<file path="src/rtl/orl_pkg.sv">
// orl_pkg: shared types, constants and helpers for the opaque region outline block.
// No dependencies.
package orl_pkg;

    localparam int MAX_WIDTH_DEF  = 1024;
    localparam int MAX_HEIGHT_DEF = 1024;
    localparam int QUEUE_DEPTH    = 4;
    localparam int OUT_DEPTH      = 4;

    localparam int SIZE_W = 11;
    localparam int OFS_W  = 12;
    localparam int PT_W   = 13;
    localparam int CFG_W  = 12;
    localparam int IDX_W  = 2;
    localparam int WIN_W  = 9;

    localparam int SIZE_RESET = 1024;

    localparam logic [IDX_W-1:0] REG_WIDTH    = 2'd0;
    localparam logic [IDX_W-1:0] REG_HEIGHT   = 2'd1;
    localparam logic [IDX_W-1:0] REG_OFFSET_X = 2'd2;
    localparam logic [IDX_W-1:0] REG_OFFSET_Y = 2'd3;

    localparam logic       OP_PIXEL     = 1'b0;
    localparam logic [7:0] ALPHA_OPAQUE = 8'd255;

    localparam int              CENTRE_BIT = 4;
    localparam logic [WIN_W-1:0] NEIGH_MASK = 9'h1EF;

    typedef struct packed {
        logic [PT_W-1:0] col;
        logic [PT_W-1:0] row;
        logic            up;
        logic            mid;
        logic            pix;
        logic            col_first;
        logic            row_end;
        logic            frame_end;
    } t_col_rec;

    typedef struct packed {
        logic signed [PT_W-1:0] point_x;
        logic signed [PT_W-1:0] point_y;
        logic                   is_border;
        logic                   last;
    } t_result;

    function automatic int clamp_size(input int v, input int hi);
        int r;
        r = v;
        if (v < 1) r = 1;
        else if (v > hi) r = hi;
        return r;
    endfunction

endpackage

</file>
<file path="src/rtl/orl_ram.sv">
// orl_ram: generic single write port, single read port RAM with registered read.
// No dependencies.
module orl_ram #(
    parameter int WIDTH = 2,
    parameter int DEPTH = 1024
) (
    input  logic                                     i_clk,
    input  logic                                     i_we,
    input  logic [((DEPTH > 1) ? $clog2(DEPTH) : 1)-1:0] i_waddr,
    input  logic [WIDTH-1:0]                         i_wdata,
    input  logic [((DEPTH > 1) ? $clog2(DEPTH) : 1)-1:0] i_raddr,
    output logic [WIDTH-1:0]                         o_rdata
);
    logic [WIDTH-1:0] r_mem [DEPTH];

    always_ff @(posedge i_clk) begin
        if (i_we) begin
            r_mem[i_waddr] <= i_wdata;
        end
        o_rdata <= r_mem[i_raddr];
    end
endmodule

</file>
<file path="src/rtl/orl_fifo.sv">
// orl_fifo: small register queue with count output.
// No dependencies.
module orl_fifo #(
    parameter int WIDTH = 8,
    parameter int DEPTH = 4
) (
    input  logic                         i_clk,
    input  logic                         i_rst_n,
    input  logic                         i_push,
    input  logic [WIDTH-1:0]             i_data,
    input  logic                         i_pop,
    output logic [WIDTH-1:0]             o_data,
    output logic                         o_empty,
    output logic [$clog2(DEPTH+1)-1:0]   o_count
);
    localparam int PW = (DEPTH > 1) ? $clog2(DEPTH) : 1;
    localparam int CW = $clog2(DEPTH + 1);

    logic [WIDTH-1:0] r_mem [DEPTH];
    logic [PW-1:0]    r_wr, r_rd, n_wr, n_rd;
    logic [CW-1:0]    r_count, n_count;
    logic             do_push, do_pop;

    assign o_empty = (r_count == '0);
    assign o_count = r_count;
    assign o_data  = r_mem[r_rd];
    assign do_push = i_push && (r_count != CW'(DEPTH));
    assign do_pop  = i_pop && !o_empty;

    always_comb begin
        n_wr    = r_wr;
        n_rd    = r_rd;
        n_count = r_count;
        if (do_push) begin
            n_wr = (r_wr == PW'(DEPTH - 1)) ? '0 : r_wr + PW'(1);
        end
        if (do_pop) begin
            n_rd = (r_rd == PW'(DEPTH - 1)) ? '0 : r_rd + PW'(1);
        end
        if (do_push && !do_pop) begin
            n_count = r_count + CW'(1);
        end else if (do_pop && !do_push) begin
            n_count = r_count - CW'(1);
        end
    end

    always_ff @(posedge i_clk) begin
        if (!i_rst_n) begin
            r_wr    <= '0;
            r_rd    <= '0;
            r_count <= '0;
        end else begin
            r_wr    <= n_wr;
            r_rd    <= n_rd;
            r_count <= n_count;
        end
    end

    always_ff @(posedge i_clk) begin
        if (do_push) begin
            r_mem[r_wr] <= i_data;
        end
    end
endmodule

</file>
<file path="src/rtl/orl_front.sv">
// orl_front: pixel intake, raster counters and line stores; emits one column record per accepted request.
// Depends on orl_pkg and orl_ram.
module orl_front #(
    parameter int MAX_WIDTH  = orl_pkg::MAX_WIDTH_DEF,
    parameter int MAX_HEIGHT = orl_pkg::MAX_HEIGHT_DEF,
    parameter int QDEPTH     = orl_pkg::QUEUE_DEPTH
) (
    input  logic                                i_clk,
    input  logic                                i_rst_n,
    input  logic                                i_push,
    input  logic                                i_opcode,
    input  logic [7:0]                          i_alpha,
    input  logic [$clog2(MAX_WIDTH+1)-1:0]      i_width,
    input  logic [$clog2(MAX_HEIGHT+1)-1:0]     i_height,
    input  logic [$clog2(QDEPTH+1)-1:0]         i_q_count,
    output logic                                o_full,
    output logic                                o_rec_valid,
    output orl_pkg::t_col_rec                   o_rec
);
    localparam int AW  = (MAX_WIDTH > 1) ? $clog2(MAX_WIDTH) : 1;
    localparam int WW  = $clog2(MAX_WIDTH + 1);
    localparam int RW  = $clog2(MAX_HEIGHT + 2);
    localparam int QCW = $clog2(QDEPTH + 1);

    logic [AW-1:0] r_col, n_col;
    logic [RW-1:0] r_row, n_row;
    logic [WW-1:0] r_fill;

    logic          accept, pix0, row_end0, frame_end0, hit0, ok0;

    logic          r_f1_valid;
    logic [AW-1:0] r_f1_col;
    logic [RW-1:0] r_f1_row;
    logic          r_f1_pix, r_f1_row_end, r_f1_frame_end, r_f1_hit, r_f1_ok;
    logic [1:0]    r_f1_fwd;

    logic [1:0]    rdata, line_word, wdata;
    logic [WW-1:0] f1_next_fill;

    assign o_full = ((QCW+1)'(i_q_count) + (QCW+1)'(r_f1_valid)) >= (QCW+1)'(QDEPTH);
    assign accept = i_push && !o_full;

    assign pix0 = (i_opcode == orl_pkg::OP_PIXEL) && (i_alpha == orl_pkg::ALPHA_OPAQUE)
                  && ((RW+1)'(r_row) < (RW+1)'(i_height));
    assign row_end0   = ((WW+1)'(r_col) + (WW+1)'(1)) >= (WW+1)'(i_width);
    assign frame_end0 = row_end0
                        && (((RW+1)'(r_row) + (RW+1)'(1)) >= ((RW+1)'(i_height) + (RW+1)'(2)));
    assign hit0 = r_f1_valid && (r_f1_col == r_col);
    assign ok0  = WW'(r_col) < r_fill;

    always_comb begin
        n_col = r_col;
        n_row = r_row;
        if (accept) begin
            if (row_end0) begin
                n_col = '0;
                n_row = frame_end0 ? '0 : r_row + RW'(1);
            end else begin
                n_col = r_col + AW'(1);
            end
        end
    end

    // bit 1: two rows above, bit 0: row above the incoming pixel
    assign line_word    = r_f1_hit ? r_f1_fwd : (r_f1_ok ? rdata : 2'b00);
    assign wdata        = {line_word[0], r_f1_pix};
    assign f1_next_fill = WW'(r_f1_col) + WW'(1);

    orl_ram #(
        .WIDTH (2),
        .DEPTH (MAX_WIDTH)
    ) u_lines (
        .i_clk   (i_clk),
        .i_we    (r_f1_valid),
        .i_waddr (r_f1_col),
        .i_wdata (wdata),
        .i_raddr (r_col),
        .o_rdata (rdata)
    );

    always_ff @(posedge i_clk) begin
        if (!i_rst_n) begin
            r_col      <= '0;
            r_row      <= '0;
            r_fill     <= '0;
            r_f1_valid <= 1'b0;
        end else begin
            r_col      <= n_col;
            r_row      <= n_row;
            r_f1_valid <= accept;
            if (r_f1_valid && (f1_next_fill > r_fill)) begin
                r_fill <= f1_next_fill;
            end
        end
    end

    always_ff @(posedge i_clk) begin
        if (accept) begin
            r_f1_col       <= r_col;
            r_f1_row       <= r_row;
            r_f1_pix       <= pix0;
            r_f1_row_end   <= row_end0;
            r_f1_frame_end <= frame_end0;
            r_f1_hit       <= hit0;
            r_f1_ok        <= ok0;
            r_f1_fwd       <= wdata;
        end
    end

    assign o_rec_valid       = r_f1_valid;
    assign o_rec.col         = orl_pkg::PT_W'(r_f1_col);
    assign o_rec.row         = orl_pkg::PT_W'(r_f1_row);
    assign o_rec.up          = (r_f1_row > RW'(1)) && line_word[1];
    assign o_rec.mid         = (r_f1_row != '0) && line_word[0];
    assign o_rec.pix         = r_f1_pix;
    assign o_rec.col_first   = (r_f1_col == '0);
    assign o_rec.row_end     = r_f1_row_end;
    assign o_rec.frame_end   = r_f1_frame_end;

`ifndef SYNTHESIS
    a_queue_room: assert property (@(posedge i_clk) disable iff (!i_rst_n)
        r_f1_valid |-> (i_q_count < QCW'(QDEPTH)))
        else $error("column record pushed into a full queue");

    a_frame_wrap: assert property (@(posedge i_clk) disable iff (!i_rst_n)
        (accept && frame_end0) |=> (r_row == '0) && (r_col == '0))
        else $error("counters did not restart after frame end");

    a_fill_bound: assert property (@(posedge i_clk) disable iff (!i_rst_n)
        r_fill <= WW'(MAX_WIDTH))
        else $error("line store fill count beyond store depth");
`endif
endmodule

</file>
<file path="src/rtl/orl_back.sv">
// orl_back: 3x3 window and result generation, one result per cycle
// unless stalled by the queues. Depends on orl_pkg.
module orl_back #(
    parameter int ODEPTH = orl_pkg::OUT_DEPTH
) (
    input  logic                                i_clk,
    input  logic                                i_rst_n,
    input  orl_pkg::t_col_rec                   i_rec,
    input  logic                                i_rec_empty,
    output logic                                o_rec_pop,
    input  logic [orl_pkg::OFS_W-1:0]           i_offset_x,
    input  logic [orl_pkg::OFS_W-1:0]           i_offset_y,
    input  logic [$clog2(ODEPTH+1)-1:0]         i_out_count,
    output logic                                o_res_push,
    output orl_pkg::t_result                    o_res
);
    localparam int OCW = $clog2(ODEPTH + 1);
    localparam logic [1:0] PH_COL  = 2'd0;
    localparam logic [1:0] PH_EDGE = 2'd1;
    localparam logic [1:0] PH_PAD  = 2'd2;

    logic [1:0]                      r_phase, n_phase;
    logic [orl_pkg::WIN_W-1:0]       r_win, n_win, base_win;
    orl_pkg::t_col_rec               r_rec;
    logic                            out_full, emit;
    logic [orl_pkg::PT_W-1:0]        x_pos, y_pos, ofs_x, ofs_y;

    assign out_full  = i_out_count >= OCW'(ODEPTH);
    assign o_rec_pop = (r_phase == PH_COL) && !i_rec_empty && !out_full;
    assign emit      = o_rec_pop || ((r_phase != PH_COL) && !out_full);

    assign ofs_x    = {i_offset_x[orl_pkg::OFS_W-1], i_offset_x};
    assign ofs_y    = {i_offset_y[orl_pkg::OFS_W-1], i_offset_y};
    assign base_win = i_rec.col_first ? '0 : r_win;

    always_comb begin
        n_phase = r_phase;
        n_win   = r_win >> 3;
        x_pos   = r_rec.col;
        y_pos   = r_rec.row - orl_pkg::PT_W'(1);
        case (r_phase)
            PH_COL: begin
                n_win = (base_win >> 3) | {i_rec.pix, i_rec.mid, i_rec.up, 6'b0};
                x_pos = i_rec.col - orl_pkg::PT_W'(1);
                y_pos = i_rec.row - orl_pkg::PT_W'(1);
                if (o_rec_pop && i_rec.row_end) begin
                    n_phase = PH_EDGE;
                end
            end
            PH_EDGE: begin
                if (!out_full) begin
                    n_phase = PH_PAD;
                end
            end
            PH_PAD: begin
                x_pos = r_rec.col + orl_pkg::PT_W'(1);
                if (!out_full) begin
                    n_phase = PH_COL;
                end
            end
            default: begin
                n_phase = PH_COL;
            end
        endcase
    end

    assign o_res_push        = emit;
    assign o_res.point_x     = x_pos + ofs_x;
    assign o_res.point_y     = y_pos + ofs_y;
    assign o_res.is_border   = !n_win[orl_pkg::CENTRE_BIT] && ((n_win & orl_pkg::NEIGH_MASK) != '0);
    assign o_res.last        = (r_phase == PH_PAD) && r_rec.frame_end;

    always_ff @(posedge i_clk) begin
        if (!i_rst_n) begin
            r_phase <= PH_COL;
            r_win   <= '0;
        end else begin
            r_phase <= n_phase;
            if (emit) begin
                r_win <= n_win;
            end
        end
    end

    always_ff @(posedge i_clk) begin
        if (o_rec_pop) begin
            r_rec <= i_rec;
        end
    end

`ifndef SYNTHESIS
    a_edge_to_pad: assert property (@(posedge i_clk) disable iff (!i_rst_n)
        ((r_phase == PH_EDGE) && !out_full) |=> (r_phase == PH_PAD))
        else $error("row end sequence skipped its padding column");

    a_no_overflow: assert property (@(posedge i_clk) disable iff (!i_rst_n)
        emit |-> (i_out_count < OCW'(ODEPTH)))
        else $error("result pushed into a full output queue");

    a_last_pad: assert property (@(posedge i_clk) disable iff (!i_rst_n)
        (emit && o_res.last) |=> (r_phase == PH_COL))
        else $error("frame end flagged away from the last padded column");
`endif
endmodule

</file>
<file path="src/rtl/opaque_region_outline.sv">
// A request's first result passes the front stage register, the column queue and the output queue to the ports.
// Throughput: one pixel per cycle while o_full is low; the last pixel of a row yields three results,
// and results leave one per cycle while i_pop is high and o_empty is low.
// Reset: synchronous, active low; counters, queues and window clear at once. Line stores are
// read as zero through a fill count, so no clearing pass is needed.
// Depends on orl_pkg, orl_front, orl_back, orl_fifo.
module opaque_region_outline #(
    parameter int MAX_WIDTH  = orl_pkg::MAX_WIDTH_DEF,
    parameter int MAX_HEIGHT = orl_pkg::MAX_HEIGHT_DEF
) (
    input  logic                                i_clk,
    input  logic                                i_rst_n,
    input  logic                                i_push,
    output logic                                o_full,
    input  logic                                i_opcode,
    input  logic [7:0]                          i_alpha,
    output logic                                o_empty,
    input  logic                                i_pop,
    output logic signed [orl_pkg::PT_W-1:0]     o_point_x,
    output logic signed [orl_pkg::PT_W-1:0]     o_point_y,
    output logic                                o_is_border,
    output logic                                o_last,
    input  logic                                i_cfg_we,
    input  logic [orl_pkg::IDX_W-1:0]           i_cfg_idx,
    input  logic [orl_pkg::CFG_W-1:0]           i_cfg_data
);
    localparam int WW  = $clog2(MAX_WIDTH + 1);
    localparam int HW  = $clog2(MAX_HEIGHT + 1);
    localparam int QCW = $clog2(orl_pkg::QUEUE_DEPTH + 1);
    localparam int OCW = $clog2(orl_pkg::OUT_DEPTH + 1);
    localparam int REC_W = $bits(orl_pkg::t_col_rec);
    localparam int RES_W = $bits(orl_pkg::t_result);

    logic [WW-1:0]                r_width;
    logic [HW-1:0]                r_height;
    logic [orl_pkg::OFS_W-1:0]    r_offset_x, r_offset_y;

    orl_pkg::t_col_rec            front_rec, q_rec;
    logic                         front_valid, q_empty, q_pop;
    logic [QCW-1:0]               q_count;
    orl_pkg::t_result             back_res, out_res;
    logic                         back_push;
    logic [OCW-1:0]               out_count;

    always_ff @(posedge i_clk) begin
        if (!i_rst_n) begin
            r_width    <= WW'(orl_pkg::clamp_size(orl_pkg::SIZE_RESET, MAX_WIDTH));
            r_height   <= HW'(orl_pkg::clamp_size(orl_pkg::SIZE_RESET, MAX_HEIGHT));
            r_offset_x <= '0;
            r_offset_y <= '0;
        end else if (i_cfg_we) begin
            case (i_cfg_idx)
                orl_pkg::REG_WIDTH: begin
                    r_width <= WW'(orl_pkg::clamp_size(
                        int'(i_cfg_data[orl_pkg::SIZE_W-1:0]), MAX_WIDTH));
                end
                orl_pkg::REG_HEIGHT: begin
                    r_height <= HW'(orl_pkg::clamp_size(
                        int'(i_cfg_data[orl_pkg::SIZE_W-1:0]), MAX_HEIGHT));
                end
                orl_pkg::REG_OFFSET_X: begin
                    r_offset_x <= i_cfg_data[orl_pkg::OFS_W-1:0];
                end
                orl_pkg::REG_OFFSET_Y: begin
                    r_offset_y <= i_cfg_data[orl_pkg::OFS_W-1:0];
                end
                default: begin
                end
            endcase
        end
    end

    orl_front #(
        .MAX_WIDTH  (MAX_WIDTH),
        .MAX_HEIGHT (MAX_HEIGHT),
        .QDEPTH     (orl_pkg::QUEUE_DEPTH)
    ) u_front (
        .i_clk       (i_clk),
        .i_rst_n     (i_rst_n),
        .i_push      (i_push),
        .i_opcode    (i_opcode),
        .i_alpha     (i_alpha),
        .i_width     (r_width),
        .i_height    (r_height),
        .i_q_count   (q_count),
        .o_full      (o_full),
        .o_rec_valid (front_valid),
        .o_rec       (front_rec)
    );

    orl_fifo #(
        .WIDTH (REC_W),
        .DEPTH (orl_pkg::QUEUE_DEPTH)
    ) u_col_q (
        .i_clk   (i_clk),
        .i_rst_n (i_rst_n),
        .i_push  (front_valid),
        .i_data  (front_rec),
        .i_pop   (q_pop),
        .o_data  (q_rec),
        .o_empty (q_empty),
        .o_count (q_count)
    );

    orl_back #(
        .ODEPTH (orl_pkg::OUT_DEPTH)
    ) u_back (
        .i_clk       (i_clk),
        .i_rst_n     (i_rst_n),
        .i_rec       (q_rec),
        .i_rec_empty (q_empty),
        .o_rec_pop   (q_pop),
        .i_offset_x  (r_offset_x),
        .i_offset_y  (r_offset_y),
        .i_out_count (out_count),
        .o_res_push  (back_push),
        .o_res       (back_res)
    );

    orl_fifo #(
        .WIDTH (RES_W),
        .DEPTH (orl_pkg::OUT_DEPTH)
    ) u_out_q (
        .i_clk   (i_clk),
        .i_rst_n (i_rst_n),
        .i_push  (back_push),
        .i_data  (back_res),
        .i_pop   (i_pop),
        .o_data  (out_res),
        .o_empty (o_empty),
        .o_count (out_count)
    );

    assign o_point_x   = out_res.point_x;
    assign o_point_y   = out_res.point_y;
    assign o_is_border = out_res.is_border;
    assign o_last      = out_res.last;
endmodule
</file>
<file path="config.mk">
export PLATFORM = sky130hd
export DESIGN_NAME = opaque_region_outline
export DESIGN_NICKNAME = d
export VERILOG_FILES = /design/src/rtl/orl_pkg.sv /design/src/rtl/orl_ram.sv /design/src/rtl/orl_fifo.sv /design/src/rtl/orl_front.sv /design/src/rtl/orl_back.sv /design/src/rtl/opaque_region_outline.sv
export SDC_FILE = /design/constraint.sdc
export NUM_CORES = 2
export LEC_CHECK = 0
export ABC_AREA = 0
export BUFFER_PORTS_ARGS = -buffer_cell sky130_fd_sc_hd__buf_2
export CORE_ASPECT_RATIO = 1.1
export CORE_MARGIN = 10
export CORE_UTILIZATION = 30
export CTS_CLUSTER_DIAMETER = 30
export CTS_CLUSTER_SIZE = 28
export DETAILED_ROUTE_END_ITERATION = 7
export PLACE_DENSITY = 0.46
export RECOVER_POWER = 50
export SETUP_SLACK_MARGIN = 0.4
export SYNTH_ARGS = -nofsm -noshare
export SYNTH_HDL_FRONTEND = slang
export SYNTH_HIERARCHICAL = 1
export SYNTH_SLANG_ARGS = --single-unit
</file>
<file path="constraint.sdc">
create_clock -name i_clk -period 68 [get_ports i_clk]
set_clock_uncertainty 0.15 [all_clocks]
set_input_delay 10.2 -clock i_clk [delete_from_list [all_inputs] [get_ports i_clk]]
set_output_delay 10.2 -clock i_clk [all_outputs]
set_load 0.01 [all_outputs]
</file>
==> impl_metrics.yaml <==
run_status:
  status: "finished with violations"
  violations: "max-capacitance violations, max-slew violations"
drt:
  vias: 58500
  wl_per_cell_um: 27.2
  drc: 0
  avgViaCountPerCell: 5.12
  totalWireLength_um: 311000
  drt_iter0_markers: 5297
  drt_pass1_iterations: 8
  ant_nets: 0
clocking:
  cts_setup_buffers: 0
  clk_pin_slew_ns: 0.05
  cts_buffers: 458
  holdBufCountCts: 0
  clockBufferDepth: 4
  clock_latency_ns: 0.92
  cts_root_buf: "clkbuf_16"
  cts_resized: 0
  cts.sinks: 2450
  cts-htree-levels: 5
  tritoncts: "built"
timing:
  setup_violations: 0
  finalCritPeriodShare: 0.241
  fin_tns_setup_ns: 0
  finalWorstSetupSlack_ns: 51.62
  fin_crit_ns: 16.38
  slew_headroom: -5.33
  max_slew.worst_pin.slew_ns: 9.49
  final-max-slew-violation-count: 2437
  rsz0062_at_grt: "false"
  fmax_mhz: 61.0
  hold_viol_final: 0
synth:
  synth_edf_count: 2343
  syn_area_per_cell_um2: 16.5
  synth-seq-cells: 2450
  syn_area_um2: 103000
  synthCells: 6237
  synth_cell_types: 102
  ys.warnings.count: 6
  synth_flop_cell: "edfxtp_1"
  async_flop_share: 0
  ys_seq_area_frac: 0.705
power:
  p_leak_nw: 38.5
  powerDensity_nw_per_um2: 39.9
  total_power_mw: 4.93
  max-vdd-ir-drop_mv: 0.0279
finish:
  drive_gt1_frac: 0.219
  final_nets: 6612
  fillCellCount: 32100
  syn2layout_area_growth_pct: 20.0
  finalInstanceArea_um2: 123000
  post-route-util: 0.362
critical_path:
  worstSetupPathType: "reg -> reg"
  startpoint_type: "flip-flop"
  required_ns: 68.41
  timing.rr.start: "u_front/r_f1_pix"
  r2r_slack_ns: 51.62
  r2r-end: "u_front/u_lines/r_mem[56][0]"
  r2r_cells: 4
  critPathMaxFanout: 217
  worstPathArrival_ns: 16.79
  endpoint_kind: "flip-flop"
global_routing:
  grt_use_total: 0.165
  grt_pass1_vias: 61300
  grt_overflow: 0
  grt_pass1_wl_um: 445000
  grt_max_degree: 219
  antenna_found_initial: 14
place:
  hpwl_um: 174000
  io_buffers: 57
  pre_cts_slack_ns: 55.69
  globalplace.congestion: 0.778
  place_area_um2: 108000
die:
  die_h_um: 634
  start_util: 0.301
  die_area_um2: 367000
  die_w_um: 578
  rows: 225
  io_pins: 58
  core_area_um2: 341000
worst_hold_path:
  worstHoldStart: "r_width[10]"
  min_path_type: "reg -> reg"
  hold_end: "r_width[10]"
  holdPathStages: 1
flow_run:
  drv_cap: 52
[cell families after synthesis]
kind of cell    Yosys count  synth area share
other cells               1         0.0000364
xor+xnor                 99           0.00843
fa+ha+maj               103            0.0128
simple gates           1707            0.0711
buf+inv                 524            0.0263
mux                     767             0.137
compound gates          586            0.0398
flops                  2450             0.705
[synth_stat cells, types with 17 or more instances]
cell type / n / area, um2
a211oi_1: 24 / 180
a21boi_0: 23 / 173
a21o_1: 17 / 128
a21oi_1: 118 / 591
a22o_1: 20 / 175
a22oi_1: 49 / 368
and2_1: 20 / 125
and3_1: 22 / 138
buf_1: 55 / 206
buf_2: 40 / 200
buf_4: 38 / 285
buf_6: 36 / 405
clkbuf_1: 261 / 980
dfxtp_1: 107 / 2140
edfxtp_1: 2343 / 70400
ha_1: 99 / 1240
inv_1: 70 / 263
mux2i_1: 248 / 2480
mux4_2: 499 / 11200
nand2_1: 206 / 773
nand3_1: 75 / 375
nand4_1: 38 / 238
nor2_1: 1124 / 4220
nor2b_1: 51 / 319
nor3_1: 72 / 360
nor4_1: 20 / 125
o21ai_0: 88 / 440
o221ai_1: 83 / 727
o22ai_1: 46 / 288
xnor2_1: 59 / 517
xor2_1: 40 / 350
[layer usage]
layer | global-route usage | vias to the layer above | routed length (um) | part of all wire
li1 | - | 25000 | - | -
met1 | 0.216 | 31000 | 129000 | 0.42
met2 | 0.282 | 1984 | 154000 | 0.49
met3 | 0.0278 | 534 | 18400 | 0.059
met4 | 0.0510 | 2 | 9410 | 0.030
met5 | 0 | - | 13 | 0.000042
[sequential cells by signal, indices dropped and copies added (netlist names), 10 cells and up, named ones only]
register / flops
r_width: 11
u_front/r_col: 10
u_front/u_lines/r_mem: 2048
u_back/r_rec: 27
u_col_q/r_mem: 128
u_out_q/r_mem: 112
r_height: 11
u_front/r_fill: 11
u_front/r_row: 11
u_front/r_f1_row: 11
u_front/r_f1_col: 10
r_offset_y: 12
r_offset_x: 12
[worst max-delay path by stage]
stage / from / end / slack [ns] / depth (start not counted)
CTS: flip-flop / o_point_x[6] / 54.98 / 3
finish: u_front/r_f1_pix / u_front/u_lines/r_mem[56][0] / 51.62 / 4
floorplan: u_front/r_f1_hit / u_front/r_f1_fwd[1] / 19.71 / 1
global placement: i_push / u_front/r_row[6] / 55.74 / 6
detailed placement: i_push / u_front/r_row[1] / 55.69 / 6
global route: u_front/r_f1_pix / u_front/u_lines/r_mem[655][0] / 49.58 / 4
[where the power goes]
group          total [mW]  internal [mW]  leakage [nW]  switching [mW]
Sequential           1.90           1.87          22.2          0.0309
Combinational       0.754          0.272          8.85           0.482
Clock                2.28           1.48          7.48           0.793
Total                4.93           3.63          38.5            1.31
[layout by cell type, fill, tap and decap left out, drive strengths merged, types with 8 or more instances in the layout]
master / count
mux4: 509
nand2b: 14
nand4: 38
o22ai: 46
o221ai: 84
o211ai: 9
o21ai: 91
nor3b: 14
xnor2: 59
mux2i: 248
inv: 124
a211oi: 24
o21a: 14
a21boi: 26
xor2: 40
nor2: 1127
or3: 8
ha: 99
clkinvlp: 58
and2: 20
nand3: 75
mux2: 10
nor4: 22
dfxtp: 107
nand2: 206
a22o: 20
clkbuf: 567
a21o: 17
a21oi: 118
nor2b: 51
a31oi: 14
a221oi: 14
bufinv: 60
edfxtp: 2343
and3: 24
nor3: 74
o31ai: 13
buf: 179
a22oi: 49
clkinv: 168
[worst max-delay path: stages (launching register included)]
cell and delay (ns):
edfxtp_1 0.45, clkbuf_1 6.27, clkbuf_1 6.54, buf_4 1.43, buf_4 0.93
[through the flow]
stage,cells,hold WS (ns)
CTS,11400,0.309
finish,11400,0.308
detailed placement,10600,0.298
global route,11400,0.324
global placement,10600,0.297
floorplan,6241,0.276
[area by class of cell]
class | count | area [um2] | share of cell area
Sequential cell | 2450 | 72500 | 0.587
Multi-Input combinational cell | 3267 | 28000 | 0.226
Clock buffer | 515 | 11800 | 0.0959
Tap cell | 4540 | 5680 | 0.0460
Clock inverter | 337 | 3750 | 0.0304
Timing Repair Buffer | 231 | 1430 | 0.0116
Inverter | 73 | 279 | 0.00226
Antenna cell | 6 | 15.0 | 0.000122
No activity file was read; power rests on OpenSTA's default activity.
